**src/sv/tcw_pkg.sv**
```systemverilog
// shared types, constants and codes for the text console character writer
// no dependencies; imported by every other file of the block
`default_nettype none

package tcw_pkg;

  // screen geometry
  localparam int COLUMNS    = 80;
  localparam int ROWS       = 25;
  localparam int TAB_STOP   = 8;
  localparam int CELL_COUNT = COLUMNS * ROWS;

  // field widths fixed by the interface
  localparam int COL_W  = 7;
  localparam int ROW_W  = 5;
  localparam int ADDR_W = 11;
  localparam int CELL_W = 16;

  // column phase within a tab stop
  localparam int PHASE_W = (TAB_STOP > 2) ? $clog2(TAB_STOP) : 1;

  // command queue between front and engine
  localparam int QUEUE_DEPTH = 2;

  // request codes
  localparam logic [1:0] REQ_PUT   = 2'd0;
  localparam logic [1:0] REQ_CLEAR = 2'd1;
  localparam logic [1:0] REQ_READ  = 2'd2;

  // control characters
  localparam logic [7:0] CH_BS    = 8'h08;
  localparam logic [7:0] CH_TAB   = 8'h09;
  localparam logic [7:0] CH_LF    = 8'h0A;
  localparam logic [7:0] CH_CR    = 8'h0D;
  localparam logic [7:0] CH_SPACE = 8'h20;

  // cell contents after reset: light grey blank
  localparam logic [CELL_W-1:0] RESET_CELL = 16'h0720;

  // configuration register indexes
  localparam logic CFG_BACKGROUND = 1'b0;
  localparam logic CFG_FOREGROUND = 1'b1;

  typedef enum logic [2:0] {
    OP_PRINT,
    OP_BS,
    OP_TAB,
    OP_CR,
    OP_LF,
    OP_CLEAR,
    OP_READ,
    OP_NOP
  } op_t;

  typedef struct packed {
    op_t               op;
    logic [7:0]        char_code;
    logic [ADDR_W-1:0] cell_index;
  } cmd_t;

  typedef struct packed {
    logic [COL_W-1:0]  cursor_column;
    logic [ROW_W-1:0]  cursor_row;
    logic [ADDR_W-1:0] cursor_linear;
    logic [CELL_W-1:0] cell_value;
  } result_t;

  typedef enum logic [2:0] {
    S_INIT,
    S_IDLE,
    S_READ,
    S_SCROLL,
    S_DRAIN,
    S_FILL
  } state_t;

endpackage

`default_nettype wire

```
**src/sv/tcw_queue.sv**
```systemverilog
// short command fifo between the decoder and the screen engine
// depends on tcw_pkg for the command type and depth
`default_nettype none

module tcw_queue
  import tcw_pkg::*;
(
  input  wire logic clk,
  input  wire logic rst_n,
  input  wire logic push,
  input  cmd_t      push_data,
  output logic      full,
  input  wire logic pop,
  output logic      not_empty,
  output cmd_t      head
);

  localparam int PTR_W = (QUEUE_DEPTH > 1) ? $clog2(QUEUE_DEPTH) : 1;
  localparam int CNT_W = $clog2(QUEUE_DEPTH + 1);

  cmd_t             slot_r [QUEUE_DEPTH];
  logic [PTR_W-1:0] wr_ptr_r, wr_ptr_nxt;
  logic [PTR_W-1:0] rd_ptr_r, rd_ptr_nxt;
  logic [CNT_W-1:0] count_r,  count_nxt;
  logic             do_push, do_pop;

  assign full      = (count_r == CNT_W'(QUEUE_DEPTH));
  assign not_empty = (count_r != '0);
  assign head      = slot_r[rd_ptr_r];
  assign do_push   = push && !full;
  assign do_pop    = pop && not_empty;

  always_comb begin
    wr_ptr_nxt = wr_ptr_r;
    rd_ptr_nxt = rd_ptr_r;
    count_nxt  = count_r;
    if (do_push) begin
      wr_ptr_nxt = (wr_ptr_r == PTR_W'(QUEUE_DEPTH - 1)) ? '0 : wr_ptr_r + 1'b1;
    end
    if (do_pop) begin
      rd_ptr_nxt = (rd_ptr_r == PTR_W'(QUEUE_DEPTH - 1)) ? '0 : rd_ptr_r + 1'b1;
    end
    if (do_push && !do_pop) begin
      count_nxt = count_r + 1'b1;
    end else if (do_pop && !do_push) begin
      count_nxt = count_r - 1'b1;
    end
  end

  always_ff @(posedge clk) begin
    if (!rst_n) begin
      wr_ptr_r <= '0;
      rd_ptr_r <= '0;
      count_r  <= '0;
    end else begin
      wr_ptr_r <= wr_ptr_nxt;
      rd_ptr_r <= rd_ptr_nxt;
      count_r  <= count_nxt;
    end
  end

  always_ff @(posedge clk) begin
    if (do_push) begin
      slot_r[wr_ptr_r] <= push_data;
    end
  end

endmodule

`default_nettype wire

```
**config.mk**
```make
export PLATFORM = sky130hd
export DESIGN_NAME = tcw_queue
export DESIGN_NICKNAME = d
export VERILOG_FILES = /design/src/sv/tcw_pkg.sv /design/src/sv/tcw_queue.sv
export SDC_FILE = /design/constraint.sdc
export NUM_CORES = 1
export LEC_CHECK = 0
export ABC_AREA = 1
export BUFFER_PORTS_ARGS = -buffer_cell sky130_fd_sc_hd__buf_2
export CORE_ASPECT_RATIO = 0.5
export CORE_MARGIN = 4
export CORE_UTILIZATION = 55
export DETAILED_ROUTE_END_ITERATION = 7
export HOLD_SLACK_MARGIN = 0.03
export PLACE_DENSITY = 0.84
export SLEW_MARGIN = 15
export SYNTH_ARGS = -nofsm -noshare
export SYNTH_HDL_FRONTEND = slang
export SYNTH_SLANG_ARGS = --single-unit
```
**constraint.sdc**
```tcl
create_clock -name clk -period 3.87 [get_ports clk]
set_input_delay 0.5805 -clock clk [delete_from_list [all_inputs] [get_ports clk]]
set_output_delay 0.5805 -clock clk [all_outputs]
set_load 0.005 [all_outputs]
```
==> results of run 1 <==
per-layer routing:
metal	share of wire (%)	GRT usage [%]	wire length (um)
met1	36	13.2	1120
met2	55	28.2	1750
met3	7.3	7.29	229
met4	1.8	6.75	56
met5	0	0	0
layout make-up:
cell class	count	share of cell area, %
clock buffers	5	2.93
clock inverters	3	2.77
inverters	8	1.28
multi-input cells	46	19.2
flip-flops and latches	49	60.5
well taps	48	2.56
repair buffers	50	10.8
sequential cells by signal, summed over array words and instances (netlist names), named ones only:
signal	cells
count_r	2
rd_ptr_r	1
slot_r	44
wr_ptr_r	1
stage by stage:
stage	cells	worst slack (ps)	hold WS, ps
2_1_floorplan	105	1870	467
3_3_place_gp	201	1710	480
3_5_place_dp	201	1660	506
4_1_cts	209	1320	453
5_1_grt	209	1230	436
6_report	209	1340	456
synthesized netlist by cell type:
cell type / number
o21ai_0: 2
dfxtp_1: 5
ha_1: 1
a21oi_1: 1
mux2_4: 20
nor2_1: 9
nand3_1: 1
inv_1: 5
nand2_2: 1
inv_2: 3
edfxtp_1: 44
nand2_1: 6
buf_6: 2
o21a_1: 1
o21ai_2: 1
nand4_1: 1
mux2_2: 2
power by group through the flow:
stage          logic, uW  clock network (uW)  registers (uW)
2_1_floorplan        261                   0             709
3_3_place_gp         355                   0             726
3_5_place_dp         366                   0             733
4_1_cts              368                 425             721
5_1_grt              399                 459             727
6_report             364                 421             720
cell usage in the layout, fill, tap and decap left out, types with 3 or more instances in the layout:
master	n
buf_2	49
edfxtp_1	44
mux2_4	20
nor2_1	7
nand2_1	6
inv_1	5
dfxtp_1	5
clkbuf_8	5
inv_2	3
cell families after synthesis:
kind of cell,count (synthesis),share of synthesized area (%)
simple gates,18,3.86
buf+inv,10,2.75
fa+ha+maj,1,0.653
compound gates,5,1.63
mux,22,16.9
flops,49,74.2
worst reg2reg max path: stages, from the launching register on:
cell	delay, ps
dfxtp_1	430
o21ai_2	150
nor2_2	820
worst max path at each step:
stage	from	cells after the start	slack, ps	to
3_3_place_gp	flip-flop	3	1710	head[2]
4_1_cts	flip-flop	3	1320	head[2]
2_1_floorplan	push	2	1870	slot_r[1][0]$_DFFE_PP_
6_report	flip-flop	3	1340	head[2]
5_1_grt	flip-flop	3	1230	head[2]
3_5_place_dp	flip-flop	3	1660	head[2]
==> results.md, run 1 <==
- The peak ir drop on the vdd network is around 450 uV.
- Per report_power, the sequential group accounts for a little under half of the total.
- Port buffering added ~50 buffers.
- Along the worst path, the maximum fanout reaches 12.
- The clock passes through at most 2 buffers.
- 0 antenna diodes ended up in the layout.
- The detailed router finished its first iteration with 27 violations.
- The cell area after technology mapping is 1910 um2.
- The net switching power of the design is 381 uW.
- The cell family contributing the most delay on the critical path is flip-flops.
- The core region is ~3200 um2.
- The max-slew violation count is 0.
- The signal on the critical path passes through buf_4 -> mux2_2 -> buf_2.
- The synthesized area divided by synthesized cell count is between 15 and 20 um2.
- The H-tree level count is 2.
- The root buffer cell is clkbuf_8.
- The worst setup path is captured at an output port.
- From synthesis to final layout, the design area changed by 22.7%.
- Gates resized during post-CTS repair numbered 0.
- Data on the critical path arrives at its endpoint at 1950 ps.
- For this run the aggregate overflow at the end of global routing stands at 0.
- The startpoint of the most critical register-to-register path is count_r[0]$_SDFFE_PN0P_.
- The number of CTS-inserted buffers is 5.
- The worst path uses 65.4% of the clock period.
- Using the TritonRoute via totals, the vias-per-cell ratio works out to 4.78.
- For this run, the register share of the synthesized area comes to between 70% and 80%.
- The reg-to-reg critical path endpoint is slot_r[0][3]$_DFFE_PP_.
- The power share of the clock group is 28.0%.
- The startpoint type of the worst setup path is a flip-flop.
- Entering global routing, the biggest net connects 23 pins.
- The number of different library cells used by synthesis comes to 17.
- The smallest clock period supported by the final layout is computed as between 2000 and 3000 ps.
- Ranked by total cell area, the synthesized netlist is headed by edfxtp_1 69%, mux2_4 16%, dfxtp_1 5.2%.
- The area of placed instances is around 2200 um2.
- The setup TNS is 0 ps.
- For this run, design rule violations remaining after detail routing come to 0.
- In this run the horizontal extent of the chip is approximately 91 um.
- Clock-pin slew was measured on the worst setup and hold paths at ~80 ps.
- Counting instances, the worst hold path has a depth of 1.
- The number of antenna violations at the first check in global routing was 0.
- The worst endpoint required time is between 3000 and 4000 ps.
- The worst hold path terminates at slot_r[1][7]$_DFFE_PP_.
- Setup repair after global routing left no endpoint under its margin.
- The cell with the largest stage delay on the worst path is dfxtp_1.
- TritonCTS built the clock tree.
- For this run, the top clock speed supported by timing is just under 0.4 GHz.
- Once the floorplan was initialized, standard cells occupied 60.4% of the core.
- The hold violation total from the final report is 0.
- The final setup skew is a little over 5 ps.
- The share of synthesized area in the top cell type comes to 69.0%.
- The later pin in the worst-skew pair is clocked with a latency of 310 ps.
- In this run the power density over the cells is 641 nW/um2.
- Counting cells, the worst reg-to-reg path comes to 2.
- Counting every net in the synthesized netlist gives between 100 and 150.
- The number of global-route vias before repair is between 1k and 1.5k.
- The area taken by flip-flops and latches is 1420 um2.
- The pin slew with the least headroom to its limit is 1060 ps.
- The last weighted congestion value of the routability-driven placer is approximately 0.67.
- The internal power component is about 1100 uW.
- The initialized floorplan defines 14 standard-cell rows.
- In this run, the combinational gates consume 24.2% of the power.
- The slack of the worst reg-to-reg path is roughly 2100 ps.
- The first-pass GRT wire length is 4.82 mm.
- After filler insertion, the fill cell instance count of the layout stands at 185.
- The detailed router placed around 1000 vias in this run.
- Once detailed placement completed, the half-perimeter wirelength came to 2.15 mm.
- The total global routing track utilization is 14.8%.
- The number of I/O pins is 50.
- The worst pin sits at a relative slew slack of 29.2%.
- The floorplan step set the die height to approximately 50 um.
- The flow ran to the end, and the final reports show no timing, DRC or antenna violations.
- The path class of the lowest-slack min-delay path is in2reg.
- The post-CTS repair timing setup buffer count is 0.
- The hold buffer count at CTS is 0.
- Summed over all instances, the cell type with the most area after synthesis is edfxtp_1.
- Counting every sink on the clock net gives 49.
- After synthesis the netlist holds a flip-flop and latch count of 49.
- The area of the die is around 4500 um2.
- The leakage power summed over all cells is ~0.00096 uW.
- The setup-violating endpoint count in the final report is 0.
- The startpoint identified for the worst hold timing path is push_data[7].
- The peak per-stage delay on the critical path is approximately 800 ps.
- Net switching is around a quarter of the power.
- In the synthesized netlist, the number of instances is approximately 110.
- The summed area of non-filler cells in the final layout is 2350 um2.
- During synthesis, Yosys emitted a total of 0 warnings.
- The post-detailed-route wirelength per cell is around 15 um.
- The number of search-and-repair iterations in the first detailed-routing pass is 4.
- The worst setup path is of the reg2out kind.
- Of the cells placed in the final design, the portion with a size suffix greater than 1 is 54.0%.
- The count of maximum capacitance violations is 0.
- Summing all multi-input logic gate instances after layout gives 450 um2.
- The final-stage net count is between 150 and 200.
- Wires add up to 3.15 mm.
- After layout, the design draws a total of roughly 1500 uW.
- The end-of-flow core utilization is 74.1%.
- The count of nets left with antenna violations once routing finished came out at 0.
- Counting both buffers and inverters, the worst setup path holds a total of 2.
(Power assumes the default switching activity.)
==> run 2: changes to the inputs <==
--- a/config.mk
+++ b/config.mk
@@ -9,10 +9,10 @@
 export BUFFER_PORTS_ARGS = -buffer_cell sky130_fd_sc_hd__buf_2
 export CORE_ASPECT_RATIO = 0.5
 export CORE_MARGIN = 4
-export CORE_UTILIZATION = 55
+export CORE_UTILIZATION = 51
 export DETAILED_ROUTE_END_ITERATION = 7
 export HOLD_SLACK_MARGIN = 0.03
-export PLACE_DENSITY = 0.84
+export PLACE_DENSITY = 0.78
 export SLEW_MARGIN = 15
 export SYNTH_ARGS = -nofsm -noshare
 export SYNTH_HDL_FRONTEND = slang
==> constraint.sdc (replaced) <==
create_clock -name clk -period 2.4 [get_ports clk]
set_input_delay 0.36 -clock clk [delete_from_list [all_inputs] [get_ports clk]]
set_output_delay 0.36 -clock clk [all_outputs]
set_load 0.005 [all_outputs]
==> run 2 against run 1 <==
  * Critical path depth unchanged
  * Critical endpoint is now head[5]
  * Flip-flop and latch count unchanged
  * Final cell count up 2.4%
  * Global-route usage down 1.7 points
  * Non-clock buffer count up 2
==> results.md, run 2 (synthesis results as in run 1) <==
- The peak per-stage delay on the critical path is 380 ps (-420 ps).
- The number of buffer and inverter instances along the worst setup path was 2 (unchanged).
- The final-stage net count was 189 (+1.1%).
- Traced cell by cell, the critical path runs through buf_4 -> mux2_2 -> buf_2.
- The endpoint identified for the worst register-to-register timing path is count_r[1]$_SDFFE_PN0P_.
- The hold path endpoint is slot_r[1][6]$_DFFE_PP_.
- The first-pass GRT wire length is 4.67 mm (-3.0%).
- The setup TNS is 0 ps (unchanged).
- The total DRC errors in the routed layout is 0 (unchanged).
- The last weighted congestion value of the routability-driven placer is 0.711 (+5.3%).
- The total global routing track utilization is 13.1% (-1.7 points).
- The worst endpoint required time is 2040 ps (-1250 ps).
- The run finished with clean final reports.
- The remaining antenna violation count is 0 (unchanged).
- The via density per instance was 4.69 (-1.8%).
- TritonCTS built the clock tree.
- The peak ir drop on the vdd network is 385 uV (-14%).
- The area of the core region is 3530 um2 (+11%).
- The signed area change from the synthesized netlist to the final layout is 21.3%.
- The number of CTS-inserted buffers is 5 (unchanged).
- The leakage power summed over all cells is 0.000944 uW (-1.4%).
- The minimum setup slack after placement was 874 ps (-787 ps).
- Leaving out fill and tap cells, the most frequent cell in the layout is buf_2.
- The layout cell share with drive strength beyond 1 is 54.6% (+0.56 points).
- The largest registers in the layout are slot_r x44, count_r x2.
- Setup repair after global routing left no endpoint under its margin.
- The max-slew violation count is 0 (unchanged).
- The routed design could run at a clock period as short as between 1500 and 2000 ps.
- The post-detailed-route wirelength per cell is 13.9 um (-7.5%).
- The setup slack of the critical path after layout is 564 ps (-775 ps).
- The pin count of the biggest net entering global routing is 23 (unchanged).
- The number of search-and-repair iterations in the first detailed-routing pass is 4 (unchanged).
- The hold violation total from the final report is 0 (unchanged).
- The power density of the placed cells is 962 nW/um2 (+50%).
- The count of instances resized after the clock tree is built came to 0 (unchanged).
- STA classifies the critical path startpoint as a flip-flop.
- Among all stages on the critical path, the largest delay is contributed by mux2_2.
- The pin slew with the least headroom to its limit is 389 ps (-672 ps).
- The upper clock frequency limit is between 0.5 and 0.6 GHz.
- The category of cells accounting for the largest share of critical-path delay is buffers and inverters.
- The area of the die is 4860 um2 (+6.9%).
- The maximum clock insertion buffer count was 2 (unchanged).
- The critical path data arrival time is 1480 ps (-470 ps).
- The maximum fanout encountered on the critical timing path is 22 (+10).
- The final setup skew is 9.80 ps (+4.70 ps).
- The number of input and output port buffers inserted is 49 (unchanged).
- The area of the multi-input gates is 445 um2 (-1.1%).
- The length in cells of the worst reg-to-reg path came to 9 (+7).
- The post-detailed-placement half-perimeter wirelength is 2.03 mm (-5.6%).
- The worst-case headroom to the max-slew limit is 74.1% (+45 points).
- The flip-flop count of the largest register, all copies and words added is 44 (unchanged).
- The number of sinks handled by clock tree synthesis is 49 (unchanged).
- The H-tree level count is 2 (unchanged).
- The effective utilization at floorplan is 54.3% (-6.1 points).
- The horizontal die dimension was 94.6 um (+3.5%).
- The tree is rooted in a clkbuf_8.
- The setup-violating endpoint count in the final report is 0 (unchanged).
- Leaving out fill and tap cells, the most frequent cells in the layout are 49 x buf_2, 44 x edfxtp_1, 20 x mux2_4.
- The register containing the most flip-flops in the final layout is slot_r.
- The number of I/O pins is 50 (unchanged).
- The fill cell instance count of the final layout is 266 (+44%).
- The remaining global-route overflow is 0 (unchanged).
- The number of global-route vias before repair is 1016 (-1.2%).
- The die height is 51.3 um (+3.2%).
- The total routed wirelength is 2.99 mm (-5.3%).
- The antenna diode instance count came to 0 (unchanged).
- The number of antenna violations at the first check in global routing was 0 (unchanged).
- Dividing the final minimum period by the clock period gives 76.5%.
- The startpoint identified for the worst register-to-register timing path is count_r[1]$_SDFFE_PN0P_.
- The area taken by flip-flops and latches is 1420 um2 (unchanged).
- The count of maximum capacitance violations came to 0 (unchanged).
- The slack of the worst reg-to-reg path is 970 ps (-1120 ps).
- The post-CTS repair timing setup buffer count came to 0 (unchanged).
- The row count is 15 (+1).
- The hold buffer count at CTS is 0 (unchanged).
- The element type at the critical path end is an output port.
- The number of design-rule violations left by the first detailed-router iteration is 28 (+3.7%).
- The clock slew at the register clock pins of the worst setup and hold paths came to 90 ps (about the same).
- The number of cells on the worst hold path is 1 (unchanged).
- The setup path with the least slack is of type reg2out.
- The beginning of the worst hold path is push_data[6].
- The via count was 1004 (+0.50%).
- The insertion delay to the later sink of the worst-skew pair came to 300 ps (about the same).
- The path class of the lowest-slack min-delay path is in2reg.
[run 2: changes by cell type in the layout (fill, tap and decap cells not counted)]
cell / change
clkinvlp_4: +1
nor2_4: -1
buf_4: +2
clkinv_4: +1
nor2_2: +1
clkinv_2: -1
bufinv_16: -2
inv_6: +1
[run 2: final cells by class]
class / count / area share [%]
well taps: 51 / 2.75
flip-flops and latches: 49 / 61.2
multi-input cells: 46 / 19.2
inverters: 8 / 1.29
repair buffers: 52 / 11.5
clock buffers: 5 / 2.96
clock inverters: 3 / 1.08
[run 2: power breakdown]
group	switching, uW	internal (uW)
Combinational	294	322
Clock	276	210
Sequential	51.0	1080
[run 2: how the worst max path moves through the flow]
| stage | startpoint | to | slack [ps] | cells past startpoint |
|---|---|---|---|---|
| after floorplan | count_r[0]$_SDFFE_PN0P_ | slot_r[1][0]$_DFFE_PP_ | 550 | 2 |
| after global placement | flip-flop | head[2] | 890 | 3 |
| final | flip-flop | head[5] | 560 | 3 |
| after global routing | flip-flop | head[5] | 480 | 3 |
| after detailed placement | flip-flop | head[2] | 870 | 3 |
| after CTS | flip-flop | head[2] | 540 | 3 |
[run 2: through the flow]
step	instances	instance area, um2	util (%)	power, uW	hold WS (ps)
6_report	214	2320	65.8	2230	243
5_1_grt	214	2320	65.8	2350	226
4_1_cts	214	2320	65.8	2260	232
3_5_place_dp	206	2230	63.2	1780	496
3_3_place_gp	206	2230	63.2	1750	484
2_1_floorplan	105	1910	-	1560	459
[run 2: layer usage]
metal  up-vias  global-route usage (%)  wire [um]
met5         -                       0          0
met4         0                    6.46         36
met3         5                    3.53        140
met2        24                    23.3       1580
met1       476                    14.8       1230
li1        499                       -          -
[run 2: worst reg2reg max path: stages (launching register included)]
cell and delay [ps]:
dfxtp_1 380, inv_2 70, o21ai_2 230, inv_2 60, ha_1 300, inv_1 80
nand3_1 80, nand2_1 60, inv_1 30, nor2_1 80
